<file path="src/hdl/sorted_min_priority_queue_defines.svh">
// assertion macros used by the queue controller rtl
`ifndef SORTED_MIN_PRIORITY_QUEUE_DEFINES_SVH
`define SORTED_MIN_PRIORITY_QUEUE_DEFINES_SVH

`ifndef SYNTH
// antecedent holds, consequent holds in the same cycle
`define SPQ_ASSERT_IMP(label, clk, rst_n, ante, cons) \
	label: assert property (@(posedge clk) disable iff (!(rst_n)) (ante) |-> (cons)) \
		else $error("spq assertion failed");
// antecedent holds, consequent holds in the next cycle
`define SPQ_ASSERT_NXT(label, clk, rst_n, ante, cons) \
	label: assert property (@(posedge clk) disable iff (!(rst_n)) (ante) |=> (cons)) \
		else $error("spq assertion failed");
`else
`define SPQ_ASSERT_IMP(label, clk, rst_n, ante, cons)
`define SPQ_ASSERT_NXT(label, clk, rst_n, ante, cons)
`endif

`endif

</file>
<file path="src/hdl/spq_pkg.sv">
`timescale 1ns / 1ps
package spq_pkg;

	localparam int CAPACITY_DEF = 16;
	localparam int KEY_W        = 32;
	localparam int OCC_W        = 5;
	localparam int IN_W         = 40;
	localparam int OUT_W        = 40;

	localparam logic OP_INSERT = 1'b0;
	localparam logic OP_REMOVE = 1'b1;

	typedef enum logic [1:0] {
		ST_DONE  = 2'd0,
		ST_EMPTY = 2'd1,
		ST_FULL  = 2'd2
	} status_t;

	typedef enum logic [2:0] {
		S_IDLE,
		S_DECIDE,
		S_WALK_CHK,
		S_WALK_CMP,
		S_POP_DAT,
		S_FIN
	} state_t;

	// controller to datapath
	typedef struct packed {
		logic    load;
		logic    rd_walk;
		logic    wr_shift;
		logic    wr_key;
		logic    rd_top;
		logic    pop;
		logic    out_load;
		status_t out_status;
	} cmd_t;

	// datapath to controller
	typedef struct packed {
		logic op_remove;
		logic empty;
		logic full;
		logic j_zero;
		logic less;
	} stat_t;

endpackage

</file>
<file path="src/hdl/spq_ram.sv">
`timescale 1ns / 1ps
module spq_ram #(
	parameter int WIDTH = spq_pkg::KEY_W,
	parameter int DEPTH = spq_pkg::CAPACITY_DEF,
	localparam int AW = $clog2(DEPTH)
) (
	input  logic             clk,
	input  logic             we,
	input  logic [AW-1:0]    waddr,
	input  logic [WIDTH-1:0] wdata,
	input  logic             re,
	input  logic [AW-1:0]    raddr,
	output logic [WIDTH-1:0] rdata
);

	logic [WIDTH-1:0] mem_q [DEPTH];
	logic [WIDTH-1:0] rdata_q;

	always_ff @(posedge clk) begin
		if (we) begin
			mem_q[waddr] <= wdata;
		end
		if (re) begin
			rdata_q <= mem_q[raddr];
		end
	end

	assign rdata = rdata_q;

endmodule

</file>
<file path="src/hdl/spq_datapath.sv">
`timescale 1ns / 1ps
module spq_datapath #(
	parameter int CAPACITY = spq_pkg::CAPACITY_DEF
) (
	input  logic                               clk,
	input  logic                               arst_n,
	input  logic                               in_opcode,
	input  logic signed [spq_pkg::KEY_W-1:0]   in_key,
	input  spq_pkg::cmd_t                      cmd,
	output spq_pkg::stat_t                     stat,
	output logic [1:0]                         out_status,
	output logic signed [spq_pkg::KEY_W-1:0]   out_key,
	output logic [spq_pkg::OCC_W-1:0]          out_occ
);

	localparam int AW = $clog2(CAPACITY);
	localparam int CW = $clog2(CAPACITY + 1);

	logic                             opcode_q;
	logic signed [spq_pkg::KEY_W-1:0] key_q;
	logic [CW-1:0]                    count_q;
	logic [CW-1:0]                    j_q;
	logic [spq_pkg::KEY_W-1:0]        removed_q;
	spq_pkg::status_t                 status_q;
	logic [spq_pkg::KEY_W-1:0]        key_out_q;
	logic [spq_pkg::OCC_W-1:0]        occ_q;

	logic [CW-1:0]             j_m1;
	logic [CW-1:0]             cnt_m1;
	logic                      ram_we;
	logic [AW-1:0]             ram_waddr;
	logic [spq_pkg::KEY_W-1:0] ram_wdata;
	logic                      ram_re;
	logic [AW-1:0]             ram_raddr;
	logic [spq_pkg::KEY_W-1:0] ram_rdata;

	assign j_m1   = j_q - 1'b1;
	assign cnt_m1 = count_q - 1'b1;

	// keys stored descending, smallest at count-1
	assign ram_we    = cmd.wr_shift | cmd.wr_key;
	assign ram_waddr = j_q[AW-1:0];
	assign ram_wdata = cmd.wr_shift ? ram_rdata : key_q;
	assign ram_re    = cmd.rd_walk | cmd.rd_top;
	assign ram_raddr = cmd.rd_top ? cnt_m1[AW-1:0] : j_m1[AW-1:0];

	spq_ram #(
		.WIDTH (spq_pkg::KEY_W),
		.DEPTH (CAPACITY)
	) u_ram (
		.clk   (clk),
		.we    (ram_we),
		.waddr (ram_waddr),
		.wdata (ram_wdata),
		.re    (ram_re),
		.raddr (ram_raddr),
		.rdata (ram_rdata)
	);

	always_ff @(posedge clk) begin
		if (cmd.load) begin
			opcode_q <= in_opcode;
			key_q    <= in_key;
		end
		if (cmd.load) begin
			removed_q <= '0;
		end else if (cmd.pop) begin
			removed_q <= ram_rdata;
		end
		if (cmd.out_load) begin
			status_q  <= cmd.out_status;
			key_out_q <= removed_q;
			occ_q     <= spq_pkg::OCC_W'(count_q);
		end
	end

	always_ff @(posedge clk or negedge arst_n) begin
		if (!arst_n) begin
			count_q <= '0;
			j_q     <= '0;
		end else begin
			if (cmd.wr_key) begin
				count_q <= count_q + 1'b1;
			end else if (cmd.pop) begin
				count_q <= cnt_m1;
			end
			if (cmd.load) begin
				j_q <= count_q;
			end else if (cmd.wr_shift) begin
				j_q <= j_m1;
			end
		end
	end

	assign stat.op_remove = (opcode_q == spq_pkg::OP_REMOVE);
	assign stat.empty     = (count_q == '0);
	assign stat.full      = (count_q == CW'(CAPACITY));
	assign stat.j_zero    = (j_q == '0);
	assign stat.less      = ($signed(ram_rdata) < key_q);

	assign out_status = status_q;
	assign out_key    = key_out_q;
	assign out_occ    = occ_q;

endmodule

</file>
<file path="src/hdl/spq_ctrl.sv">
`timescale 1ns / 1ps
`include "sorted_min_priority_queue_defines.svh"
module spq_ctrl (
	input  logic           clk,
	input  logic           arst_n,
	input  logic           s_tvalid,
	output logic           s_tready,
	output logic           m_tvalid,
	input  logic           m_tready,
	input  spq_pkg::stat_t stat,
	output spq_pkg::cmd_t  cmd
);

	spq_pkg::state_t  state_q, state_d;
	spq_pkg::status_t st_q, st_d;
	logic             out_valid_q;
	logic             fin_stall;

	always_ff @(posedge clk or negedge arst_n) begin
		if (!arst_n) begin
			state_q     <= spq_pkg::S_IDLE;
			st_q        <= spq_pkg::ST_DONE;
			out_valid_q <= 1'b0;
		end else begin
			state_q <= state_d;
			st_q    <= st_d;
			if (cmd.out_load) begin
				out_valid_q <= 1'b1;
			end else if (m_tready) begin
				out_valid_q <= 1'b0;
			end
		end
	end

	always_comb begin
		state_d        = state_q;
		st_d           = st_q;
		cmd            = '0;
		cmd.out_status = st_q;
		s_tready       = 1'b0;
		case (state_q)
			spq_pkg::S_IDLE: begin
				s_tready = 1'b1;
				if (s_tvalid) begin
					cmd.load = 1'b1;
					state_d  = spq_pkg::S_DECIDE;
				end
			end
			spq_pkg::S_DECIDE: begin
				st_d = spq_pkg::ST_DONE;
				if (!stat.op_remove) begin
					if (stat.full) begin
						st_d    = spq_pkg::ST_FULL;
						state_d = spq_pkg::S_FIN;
					end else begin
						state_d = spq_pkg::S_WALK_CHK;
					end
				end else if (stat.empty) begin
					st_d    = spq_pkg::ST_EMPTY;
					state_d = spq_pkg::S_FIN;
				end else begin
					cmd.rd_top = 1'b1;
					state_d    = spq_pkg::S_POP_DAT;
				end
			end
			spq_pkg::S_WALK_CHK: begin
				if (stat.j_zero) begin
					cmd.wr_key = 1'b1;
					state_d    = spq_pkg::S_FIN;
				end else begin
					cmd.rd_walk = 1'b1;
					state_d     = spq_pkg::S_WALK_CMP;
				end
			end
			spq_pkg::S_WALK_CMP: begin
				if (stat.less) begin
					cmd.wr_shift = 1'b1;
					state_d      = spq_pkg::S_WALK_CHK;
				end else begin
					cmd.wr_key = 1'b1;
					state_d    = spq_pkg::S_FIN;
				end
			end
			spq_pkg::S_POP_DAT: begin
				cmd.pop = 1'b1;
				state_d = spq_pkg::S_FIN;
			end
			spq_pkg::S_FIN: begin
				if (!out_valid_q || m_tready) begin
					cmd.out_load = 1'b1;
					state_d      = spq_pkg::S_IDLE;
				end
			end
			default: begin
				state_d = spq_pkg::S_IDLE;
			end
		endcase
	end

	assign m_tvalid = out_valid_q;

	// result ready but the previous one still waits downstream
	assign fin_stall = (state_q == spq_pkg::S_FIN) && out_valid_q && !m_tready;

	`SPQ_ASSERT_IMP(a_load_free, clk, arst_n, cmd.out_load, !out_valid_q || m_tready)
	`SPQ_ASSERT_NXT(a_fin_hold, clk, arst_n, fin_stall, state_q == spq_pkg::S_FIN)
	`SPQ_ASSERT_IMP(a_no_insert_full, clk, arst_n, cmd.wr_key, !stat.full)
	`SPQ_ASSERT_IMP(a_no_pop_empty, clk, arst_n, cmd.pop, !stat.empty)

endmodule

</file>
<file path="src/hdl/sorted_min_priority_queue.sv">
`timescale 1ns / 1ps
// reject: decide, fin; remove: decide, pop, fin; insert walks each displaced (smaller) key
// an insert above every stored key skips the last compare; into an empty queue, no walk
// one item at a time: the next is accepted in the cycle after the result is registered
// the single read port of the key ram sets the walk: read a key, then compare it
// reset: arst_n low clears the key count, the controller state and the output valid
// reset: key ram contents are not cleared, only entries below the count are read
module sorted_min_priority_queue #(
	parameter int CAPACITY = spq_pkg::CAPACITY_DEF
) (
	input  logic                      clk,
	input  logic                      arst_n,
	// item in
	input  logic                      s_tvalid,
	output logic                      s_tready,
	input  logic [spq_pkg::IN_W-1:0]  s_tdata,  // opcode[0], key_in[32:1], zero fill above
	// item out
	output logic                      m_tvalid,
	input  logic                      m_tready,
	output logic [spq_pkg::OUT_W-1:0] m_tdata   // status[1:0], key_out[33:2], occupancy[38:34]
);

	spq_pkg::cmd_t  cmd;
	spq_pkg::stat_t stat;

	logic                             in_opcode;
	logic signed [spq_pkg::KEY_W-1:0] in_key;
	logic [1:0]                       out_status;
	logic signed [spq_pkg::KEY_W-1:0] out_key;
	logic [spq_pkg::OCC_W-1:0]        out_occ;

	// unpack the input item, opcode in the low bit
	assign in_opcode = s_tdata[0];
	assign in_key    = s_tdata[spq_pkg::KEY_W:1];

	// state machine: accept, dispatch, insertion walk or pop, result hand-off
	spq_ctrl u_ctrl (
		.clk      (clk),
		.arst_n   (arst_n),
		.s_tvalid (s_tvalid),
		.s_tready (s_tready),
		.m_tvalid (m_tvalid),
		.m_tready (m_tready),
		.stat     (stat),
		.cmd      (cmd)
	);

	// key ram (kept descending so the smallest sits at count-1), count, walk index,
	// comparator and the output register
	spq_datapath #(
		.CAPACITY (CAPACITY)
	) u_dp (
		.clk        (clk),
		.arst_n     (arst_n),
		.in_opcode  (in_opcode),
		.in_key     (in_key),
		.cmd        (cmd),
		.stat       (stat),
		.out_status (out_status),
		.out_key    (out_key),
		.out_occ    (out_occ)
	);

	// pack the result item, zero fill to whole bytes
	assign m_tdata = {
		{(spq_pkg::OUT_W - spq_pkg::OCC_W - spq_pkg::KEY_W - 2){1'b0}},
		out_occ,
		out_key,
		out_status
	};

endmodule
</file>
<file path="config.mk">
export PLATFORM = sky130hd
export DESIGN_NAME = sorted_min_priority_queue
export DESIGN_NICKNAME = d
export VERILOG_FILES = /design/src/hdl/spq_pkg.sv /design/src/hdl/spq_ram.sv /design/src/hdl/spq_datapath.sv /design/src/hdl/spq_ctrl.sv /design/src/hdl/sorted_min_priority_queue.sv
export VERILOG_INCLUDE_DIRS = /design/src /design/src/hdl
export SDC_FILE = /design/constraint.sdc
export NUM_CORES = 1
export LEC_CHECK = 0
export BUFFER_PORTS_ARGS = -buffer_cell sky130_fd_sc_hd__buf_4
export CORE_MARGIN = 10
export CORE_UTILIZATION = 40
export CTS_CLUSTER_DIAMETER = 60
export DETAILED_ROUTE_END_ITERATION = 10
export MAX_ROUTING_LAYER = met4
export PLACE_DENSITY_LB_ADDON = 0.25
export SYNTH_ARGS = -nofsm -noshare
export SYNTH_HDL_FRONTEND = slang
export SYNTH_SLANG_ARGS = --single-unit
</file>
<file path="constraint.sdc">
create_clock -name clk -period 9.4 [get_ports clk]
set_input_delay 0.94 -clock clk [delete_from_list [all_inputs] [get_ports clk]]
set_output_delay 0.94 -clock clk [all_outputs]
set_load 0.005 [all_outputs]
</file>
==> results of run 1 <==
power groups by stage:
stage               Combinational, mW  Sequential, mW  Clock, mW
global route                     4.03            4.13       2.80
detailed placement               3.76            4.15          0
global placement                 3.70            4.14          0
floorplan                        2.88            4.05          0
CTS                              3.76            4.09       2.68
finish                           3.66            4.09       2.62
layer usage:
| layer | vias up | GRT usage | part of all wire |
|---|---|---|---|
| li1 | 5597 | - | - |
| met1 | 6646 | 0.202 | 0.42 |
| met2 | 344 | 0.265 | 0.51 |
| met3 | 86 | 0.0305 | 0.054 |
| met4 | 0 | 0.0428 | 0.022 |
| met5 | - | - | 0 |
stage by stage:
step,util,instance area (um2)
3_3_place_gp,0.432,27900
4_1_cts,0.466,30100
6_report,0.466,30100
3_5_place_dp,0.432,27900
2_1_floorplan,-,26200
5_1_grt,0.466,30100
cells in the mapped netlist (all sizes together) (2+ instances only):
master | n | share of area
nor3 | 10 | 0.0025
mux2 | 32 | 0.014
and2 | 3 | 0.00072
o21a | 2 | 0.00057
o22ai | 3 | 0.00072
inv | 37 | 0.0053
a311o | 2 | 0.00077
ha | 37 | 0.018
nand4 | 5 | 0.0012
nand3 | 7 | 0.0015
a21o | 3 | 0.00086
clkbuf | 28 | 0.0041
dfxtp | 32 | 0.024
o21ai | 11 | 0.0021
nor2b | 2 | 0.00048
edfxtp | 616 | 0.71
xor2 | 3 | 0.0010
nand2b | 7 | 0.0017
a31oi | 7 | 0.0019
and3 | 2 | 0.00048
or3 | 2 | 0.00048
xnor2 | 4 | 0.0013
a21oi | 50 | 0.0096
mux2i | 98 | 0.037
or4 | 3 | 0.00086
o211ai | 4 | 0.0011
nand2 | 96 | 0.014
buf | 35 | 0.0089
o31ai | 4 | 0.0011
nor3b | 3 | 0.0015
nor2 | 29 | 0.0042
a211oi | 3 | 0.00086
nand3b | 2 | 0.00057
dfrtp | 16 | 0.015
mux4 | 128 | 0.11
logic make-up after synthesis:
family / Yosys count / share of synthesized area
other: 1 / 0.000143
adder cells (fa/ha/maj): 37 / 0.0177
buffers and inverters: 101 / 0.0184
flip-flops: 664 / 0.747
AO/OA/AOI/OAI: 97 / 0.0224
AND/OR/NAND/NOR: 173 / 0.0308
XOR/XNOR: 7 / 0.00234
multiplexers: 258 / 0.161
registers in the layout, summed over array words and instances (netlist names):
register,cells
u_dp.out_status,2
u_dp.j_q,5
u_dp.out_key,32
u_dp.u_ram.rdata,32
u_ctrl.st_q,2
u_ctrl.state_q,3
u_dp.u_ram.mem_q,512
u_dp.count_q,5
u_dp.out_occ,5
u_ctrl.m_tvalid,1
u_dp.key_q,32
u_dp.removed_q,32
u_dp.opcode_q,1
cell type report:
cell class	count	area share
clock inverter	33	0.00899
clock buffer	98	0.0638
multi-input combinational	573	0.210
sequential	664	0.650
inverter	38	0.00479
timing repair buffer	107	0.0267
tap	855	0.0356
critical path, cell delays in order (launching register included):
cell	delay, ps
edfxtp_1	420
inv_1	60
ha_1	450
nand4_1	290
nor4_2	590
o211ai_1	360
a31oi_2	470
nor3_2	180
nor3_4	640
buf_4	560
mux2_2	520
final timing paths:
path / startpoint / endpoint / slack [ps] / cells past startpoint
worst max-delay path: u_dp.key_q[31] / u_dp.u_ram.mem_q[8][18] / 4510 / 10
worst min-delay path: arst_n / u_ctrl.m_tvalid / 200 / 1
worst max register to register: u_dp.key_q[31] / u_dp.u_ram.mem_q[8][18] / 4510 / 10
worst min register to register: u_dp.removed_q[21] / u_dp.out_key[21] / 420 / 0
max in group asynchronous: arst_n / u_dp.j_q[0] / 9000 / 1
min in group clk: u_dp.removed_q[21] / u_dp.out_key[21] / 420 / 0
==> flow_summary.toml, run 1 <==
[run_status]
result_of_the_run = "finished, final reports clean"

[yosys]
fraction_of_registers_with_async_set_reset = 0.0241
postSynthAreaPerCell_um2 = 19.6
ys_seq_elements = 664
synth_seq_area_share = 0.747
postSynthCellCount = 1338
ys_dominant_reg_cell = "edfxtp_1"
synth_fp_nets = 1419
synth-edff-count = 616
ys.warnings.count = 0
post_synth_instance_area_mm2 = 0.0262
yosysUniqueCellTypes = 57

[power]
cellPowerDensity_mw_per_mm2 = 345
worst_ir_drop_vdd_v = 0.000254
power.static_leakage_nw = 10.2
clkPwrFrac = 0.252
p_int_mw = 7.05
post-layout-total-power_mw = 10.4
netSwitchingFraction = 0.320
combinational_fraction_of_design_power = 0.353
seqPwrFrac = 0.394
switchingPower_mw = 3.32

[die]
core.rowCount = 93
core_area_mm2 = 0.0646
initial_utilization = 0.405
die-height_um = 276
io_pins = 86
die_w_um = 276
die_area_mm2 = 0.0760

[cts]
h-tree-depth = 3
clock_latency_on_the_worst_skew_pair_ps = 610
clk_pin_slew_worst_setup_hold_paths_ps = 60
cts_tree = "done"
cts_sinks = 664
clock_tree.buffer_depth = 3
cts-hold-fix-buffers = 0
ctsRootBufferMaster = "clkbuf_16"
cts_repair_resize_count = 0
cts_made_buffers = 71
cts_setup_buffers = 0

[route]
detailed_route_wire_length_per_cell_um = 24.8
detail_route.vias_per_cell = 5.35
number_of_nets_with_antenna_violations_after_detailed_routing = 0
via_count = 12700
drt_first_iter_violations = 1015
drc_violations = 0
totalWireLength_um = 58600
drt_pass1_iterations = 5

[setup_path]
worstSetupStartpointType = "register"
crit_fanout = 22
cp_data_required_time_ps = 9710
cp_endpoint_kind = "register"
worst_ep_arrival_time_ps = 5190
timing_worst_setup_path_type = "reg2reg"

[grt]
grt_antenna_before_repair = 0
global_route_usage_sum = 0.161
largest_net_degree_at_the_start_of_global_routing = 66
first_global_vias = 13200
grt_remaining_overflow = 0
grt_first_pass_wirelength_um = 86300

[layout]
final-instance-count-excl-fill = 2368
layout-area-overhead-vs-synth_pct = 14.9
seqCellArea_mm2 = 0.0195
insertedDiodeCount = 0
layout_fillers = 5452
post_route_cells_drive_above_1_share = 0.258
nets = 1536
layout.cells.most_common_list = "edfxtp_1 (616), mux4_2 (128), buf_4 (107)"
layout_commonest_cell = "edfxtp_1"
multiInputGateArea_mm2 = 0.00632

[sta]
max_slew_margin = 0.269
final.setup.worst_slack_ps = 4510
final_period_minus_worst_setup_slack_ps = 4890
worst_slew_pin_slew_ps = 1090
final-setup-viol-count = 0
timing.fmax_mhz = 205
worst_clock_skew_ps = 21.6
rsz0062_at_grt = "false"
tns_setup_ps = 0
timing_max_transition_violations_final = 0
period_share = 0.520
fin_worst_hold_slack_ps = 196
finalHoldViolations = 0

[placement]
place.gp.congestion = 0.745
placed_cells = 2237
placement.io_buffers = 77
place.detailed.hpwl_um = 31600
place_ws_ps = 4470

[job]
max_cap_viol_count = 0

[worst_hold_path]
worst_min_delay_path_class = "in2async"
(Power assumes the default switching activity.)
==> run 2, diff against run 1 <==
==> constraint.sdc (replaced) <==
create_clock -name clk -period 4.2 [get_ports clk]
set_input_delay 0.42 -clock clk [delete_from_list [all_inputs] [get_ports clk]]
set_output_delay 0.42 -clock clk [all_outputs]
set_load 0.005 [all_outputs]
==> flow_summary.toml, run 2 (synthesized netlist as in run 1, its figures left out) <==
[run_status]
result_of_the_run = "finished, final reports clean"

[setup_path]
worstSetupStartpointType = "register"
crit_fanout = 25
worst_ep_arrival_time_ps = 4090
cp_endpoint_kind = "register"
timing_worst_setup_path_type = "reg2reg"
worst_r2r_path_depth = 11
reg2reg_to = "u_dp.u_ram.mem_q[8][12]"
crit-reg2reg-launch = "u_dp.u_ram.rdata[31]"
worst-r2r-setup-slack_ps = 400
cp_data_required_time_ps = 4490

[power]
cellPowerDensity_mw_per_mm2 = 774
worst_ir_drop_vdd_v = 0.000557
power.static_leakage_nw = 10.5

[sta]
final-setup-viol-count = 0
fin_worst_hold_slack_ps = 40.5
timing_max_transition_violations_final = 0
timing.fmax_mhz = 263
period_share = 0.904
finalHoldViolations = 0
max_slew_margin = 0.328
worst_clock_skew_ps = 21.6
tns_setup_ps = 0
worst_slew_pin_slew_ps = 1000
final_period_minus_worst_setup_slack_ps = 3800
rsz0062_at_grt = "false"

[cts]
clock_tree.buffer_depth = 3
clock_latency_on_the_worst_skew_pair_ps = 600
cts_tree = "done"
cts_sinks = 664
h-tree-depth = 3
ctsRootBufferMaster = "clkbuf_16"
cts_made_buffers = 72
cts_repair_resize_count = 0
clk_pin_slew_worst_setup_hold_paths_ps = 60

[layout]
layout_commonest_cell = "edfxtp_1"
nets = 1587
insertedDiodeCount = 0
largest_register_ff_count = 512
post-route-cell-area_mm2 = 0.0309
layout_fillers = 5376
final-instance-count-excl-fill = 2416
largest-register = "u_dp.u_ram.mem_q"
layout-area-overhead-vs-synth_pct = 18.0
post_route_cells_drive_above_1_share = 0.267
layout.cells.most_common_list = "edfxtp_1 (616), mux4_2 (128), buf_4 (105)"

[route]
drc_violations = 0
number_of_nets_with_antenna_violations_after_detailed_routing = 0
detail_route.vias_per_cell = 5.33
detailed_route_wire_length_per_cell_um = 24.9
drt_pass1_iterations = 5
drt_first_iter_violations = 1044
totalWireLength_um = 60200
via_count = 12900

[grt]
grt_antenna_before_repair = 0
largest_net_degree_at_the_start_of_global_routing = 52
grt_remaining_overflow = 0
grt_first_pass_wirelength_um = 88700
first_global_vias = 13400
global_route_usage_sum = 0.165

[die]
io_pins = 86
core.rowCount = 93
die_w_um = 276
initial_utilization = 0.405
die-height_um = 276
die_area_mm2 = 0.0760
core_area_mm2 = 0.0646

[job]
max_cap_viol_count = 0

[placement]
placed_cells = 2254
place.gp.congestion = 0.745
placement.io_buffers = 77
detailed_place.area_mm2 = 0.0282
place.detailed.hpwl_um = 33500

[worst_hold_path]
hold-path-endpoint = "u_dp.key_q[0]"
worst_min_delay_path_class = "in2reg"
min-delay-start = "s_tdata[1]"
hold_path_depth = 1
==> run 2: cell types whose count changed in the layout (fill, tap and decap cells not counted), sizes merged <==
cell / delta
buf: +17
bufinv: +3
clkbuf: -4
inv: -2
clkinv: +3
dlygate4sd3: +33
clkinvlp: -2
==> run 2: metal layers <==
metal	GRT usage	part of all wire	vias up
met5	-	0	-
met4	0.0451	0.017	0
met1	0.217	0.45	6790
li1	-	-	5707
met3	0.0264	0.048	76
met2	0.262	0.49	313
==> run 2: how the worst max path moves through the flow <==
stage / startpoint / end / slack, ps / depth (start not counted)
detailed placement: u_dp.u_ram.rdata[31] / u_dp.u_ram.mem_q[11][14] / 390 / 11
global route: u_dp.u_ram.rdata[31] / u_dp.u_ram.mem_q[11][10] / 190 / 11
finish: u_dp.u_ram.rdata[31] / u_dp.u_ram.mem_q[8][12] / 400 / 11
global placement: u_dp.u_ram.rdata[31] / u_dp.u_ram.mem_q[5][19] / 450 / 11
floorplan: u_dp.j_q[0] / u_dp.u_ram.mem_q[3][0] / 220 / 7
CTS: u_dp.u_ram.rdata[31] / u_dp.u_ram.mem_q[11][10] / 340 / 11
==> run 2: per-stage QoR <==
stage	power [mW]	setup WS [ps]	utilization
finish	23.9	403	0.478
detailed placement	18.0	390	0.437
global placement	17.9	452	0.437
floorplan	15.5	219	-
CTS	24.2	344	0.478
global route	25.2	191	0.478
==> run 2: cell type report <==
class / instances / area (um2) / share of cell area
clock buffers: 94 / 1960 / 0.0635
clock inverters: 35 / 327 / 0.0106
inverters: 38 / 144 / 0.00466
multi-input cells: 573 / 6320 / 0.205
flip-flops and latches: 664 / 19500 / 0.633
well taps: 855 / 1070 / 0.0347
repair buffers: 157 / 1500 / 0.0486
==> run 2: where the power goes <==
| part | internal (mW) | switching, mW |
|---|---|---|
| clock network | 3.60 | 2.53 |
| logic | 4.07 | 4.55 |
| registers | 8.67 | 0.482 |
| total | 16.3 | 7.56 |
==> run 2: repair_timing <==
item | 4_1_cts | 5_1_grt
hold buffers | 33 | 0
setup buffers | 0 | 0
hold endpoints to repair | 48 | 0
==> run 2: critical path: stages, from the launching register on <==
cell	delay, ps
edfxtp_1	430
ha_1	470
nand4_1	280
nor4_2	310
buf_4	170
o211ai_1	200
a31oi_2	290
buf_4	180
nor3_2	80
nor3_4	300
buf_12	280
mux2_2	490
==> run 3, diff against run 2 <==
--- a/config.mk
+++ b/config.mk
@@ -7,10 +7,12 @@
 export NUM_CORES = 1
 export LEC_CHECK = 0
 export BUFFER_PORTS_ARGS = -buffer_cell sky130_fd_sc_hd__buf_4
+export CAP_MARGIN = 15
 export CORE_MARGIN = 10
 export CORE_UTILIZATION = 40
 export CTS_CLUSTER_DIAMETER = 60
 export DETAILED_ROUTE_END_ITERATION = 10
+export GPL_TIMING_DRIVEN = 0
 export MAX_ROUTING_LAYER = met4
 export PLACE_DENSITY_LB_ADDON = 0.25
 export SYNTH_ARGS = -nofsm -noshare
==> flow_summary.toml, run 3 (synthesized netlist as in run 1, its figures left out) <==
[run_status]
result_of_the_run = "finished, final reports clean"

[grt]
grt_first_pass_wirelength_um = 89500
grt_remaining_overflow = 0
first_global_vias = 13600
grt_antenna_before_repair = 0
largest_net_degree_at_the_start_of_global_routing = 28
global_route_usage_sum = 0.166

[sta]
fin_worst_hold_slack_ps = 108
final.setup.worst_slack_ps = 86.4
max_slew_margin = 0.244
worst_clock_skew_ps = 18.5
tns_setup_ps = 0
timing_max_transition_violations_final = 0
final-setup-viol-count = 0
final_period_minus_worst_setup_slack_ps = 4110
timing.fmax_mhz = 243
rsz0062_at_grt = "false"
worst_slew_pin_slew_ps = 1130
period_share = 0.979
finalHoldViolations = 0

[cts]
cts_made_buffers = 73
ctsRootBufferMaster = "clkbuf_16"
clock_latency_on_the_worst_skew_pair_ps = 610
cts_sinks = 664
clock_tree.buffer_depth = 3
clk_pin_slew_worst_setup_hold_paths_ps = 60
cts_tree = "done"
h-tree-depth = 3

[worst_hold_path]
hold_path_depth = 3
worst_min_delay_path_class = "in2reg"
min-delay-start = "m_tready"
hold-path-endpoint = "u_ctrl.m_tvalid"

[setup_path]
worst_ep_arrival_time_ps = 4420
worstPathCellList = "ha_1 > nand4_1 > nor4_4 > o211ai_1 > a31oi_4 > nor3_2 > nor3_4 > buf_12 > buf_6 > mux2_2"
crit-reg2reg-launch = "u_dp.u_ram.rdata[31]"
reg2reg_to = "u_dp.u_ram.mem_q[10][19]"
cp_slowest_stage_delay_ps = 510
timing.critical_path.max_delay_family = "simple AND/OR/NAND/NOR gates"
cpMaxStageDelayCell = "nor4_4"
worst-r2r-setup-slack_ps = 90
worst_r2r_path_depth = 10
crit_fanout = 16
worstSetupStartpointType = "register"
timing_worst_setup_path_type = "reg2reg"
timing.critical_path.buf_inv = 2
cp_endpoint_kind = "register"
cp_data_required_time_ps = 4510

[route]
detailed_route_wire_length_per_cell_um = 24.4
detail_route.vias_per_cell = 5.34
drt_pass1_iterations = 6
via_count = 13200
number_of_nets_with_antenna_violations_after_detailed_routing = 0
drc_violations = 0
totalWireLength_um = 60200
drt_first_iter_violations = 903

[layout]
post_route_cells_drive_above_1_share = 0.258
layout_commonest_cell = "edfxtp_1"
insertedDiodeCount = 0
finish.utilization = 0.481
final-instance-count-excl-fill = 2465
layout-area-overhead-vs-synth_pct = 18.6
largest-register = "u_dp.u_ram.mem_q"
nets = 1635
layout.cells.most_common_list = "edfxtp_1 (616), mux4_2 (128), mux2i_1 (98)"
largest_register_ff_count = 512
post-route-cell-area_mm2 = 0.0310

[job]
max_cap_viol_count = 0

[power]
power.static_leakage_nw = 10.6
cellPowerDensity_mw_per_mm2 = 776
post-layout-total-power_mw = 24.1
worst_ir_drop_vdd_v = 0.000560

[die]
core.rowCount = 93
die_area_mm2 = 0.0760
die_w_um = 276
core_area_mm2 = 0.0646
io_pins = 86
die-height_um = 276
initial_utilization = 0.405

[placement]
place.detailed.hpwl_um = 38800
detailed_place.area_mm2 = 0.0284
place_ws_ps = -381
placed_cells = 2298
placement.io_buffers = 77
place.gp.congestion = 0.766
[run 3: cell count changes in the layout (fill, tap and decap cells not counted), moves of 3 or more]
cell | before | now
buf_6 | 0 | 18
buf_12 | 19 | 12
buf_2 | 0 | 7
buf_1 | 0 | 9
clkbuf_1 | 18 | 50
buf_16 | 0 | 5
buf_4 | 105 | 91
inv_6 | 0 | 3
bufinv_16 | 5 | 2
clkinv_2 | 13 | 9
[run 3: repair_timing]
| item | 4_1_cts | 5_1_grt |
|---|---|---|
| endpoints found under the setup margin | 512 | 0 |
| buffers inserted | 2 | 0 |
| hold endpoints to repair | 49 | 0 |
| resized for setup | 2 | 0 |
| hold buffers | 34 | 0 |
[run 3: layout make-up]
cell class              instances  area, um2
clock inverters                32        245
repair buffers                141       1440
flip-flops and latches        664      19500
inverters                      38        143
multi-input cells             573       6290
plain buffers                  63        340
clock buffers                  99       1970
well taps                     855       1070
fillers                      5402      33500
[run 3: how the worst max path moves through the flow]
stage	start	to	slack, ps	depth (start not counted)
2_1_floorplan	u_dp.j_q[0]	u_dp.u_ram.mem_q[3][0]	220	7
3_3_place_gp	u_dp.j_q[0]	u_dp.u_ram.rdata[15]	-2920	5
3_5_place_dp	u_dp.u_ram.rdata[31]	u_dp.u_ram.mem_q[12][12]	-380	9
4_1_cts	u_dp.u_ram.rdata[31]	u_dp.u_ram.mem_q[2][16]	130	10
5_1_grt	u_dp.u_ram.rdata[31]	u_dp.u_ram.mem_q[3][24]	4	10
6_report	u_dp.u_ram.rdata[31]	u_dp.u_ram.mem_q[10][19]	90	10
[run 3: where the power goes]
group / total, mW / internal [mW] / switching, mW
Sequential: 9.04 / 8.67 / 0.375
Clock: 5.95 / 3.42 / 2.53
Combinational: 9.08 / 4.05 / 5.03
[run 3: worst register-to-register path, cell delays in order, from the launching register on]
cell and delay [ps]:
edfxtp_1 470, ha_1 480, nand4_1 300, nor4_4 510, o211ai_1 380, a31oi_4 430
nor3_2 160, nor3_4 230, buf_12 160, buf_6 210, mux2_2 500
[run 3: routing by layer]
metal  share of wire  routed length (um)  global-route usage
met2            0.48               28800               0.256
met5               0                   0                   -
met1            0.44               26700               0.221
met4           0.025                1530              0.0491
met3           0.054                3260              0.0317
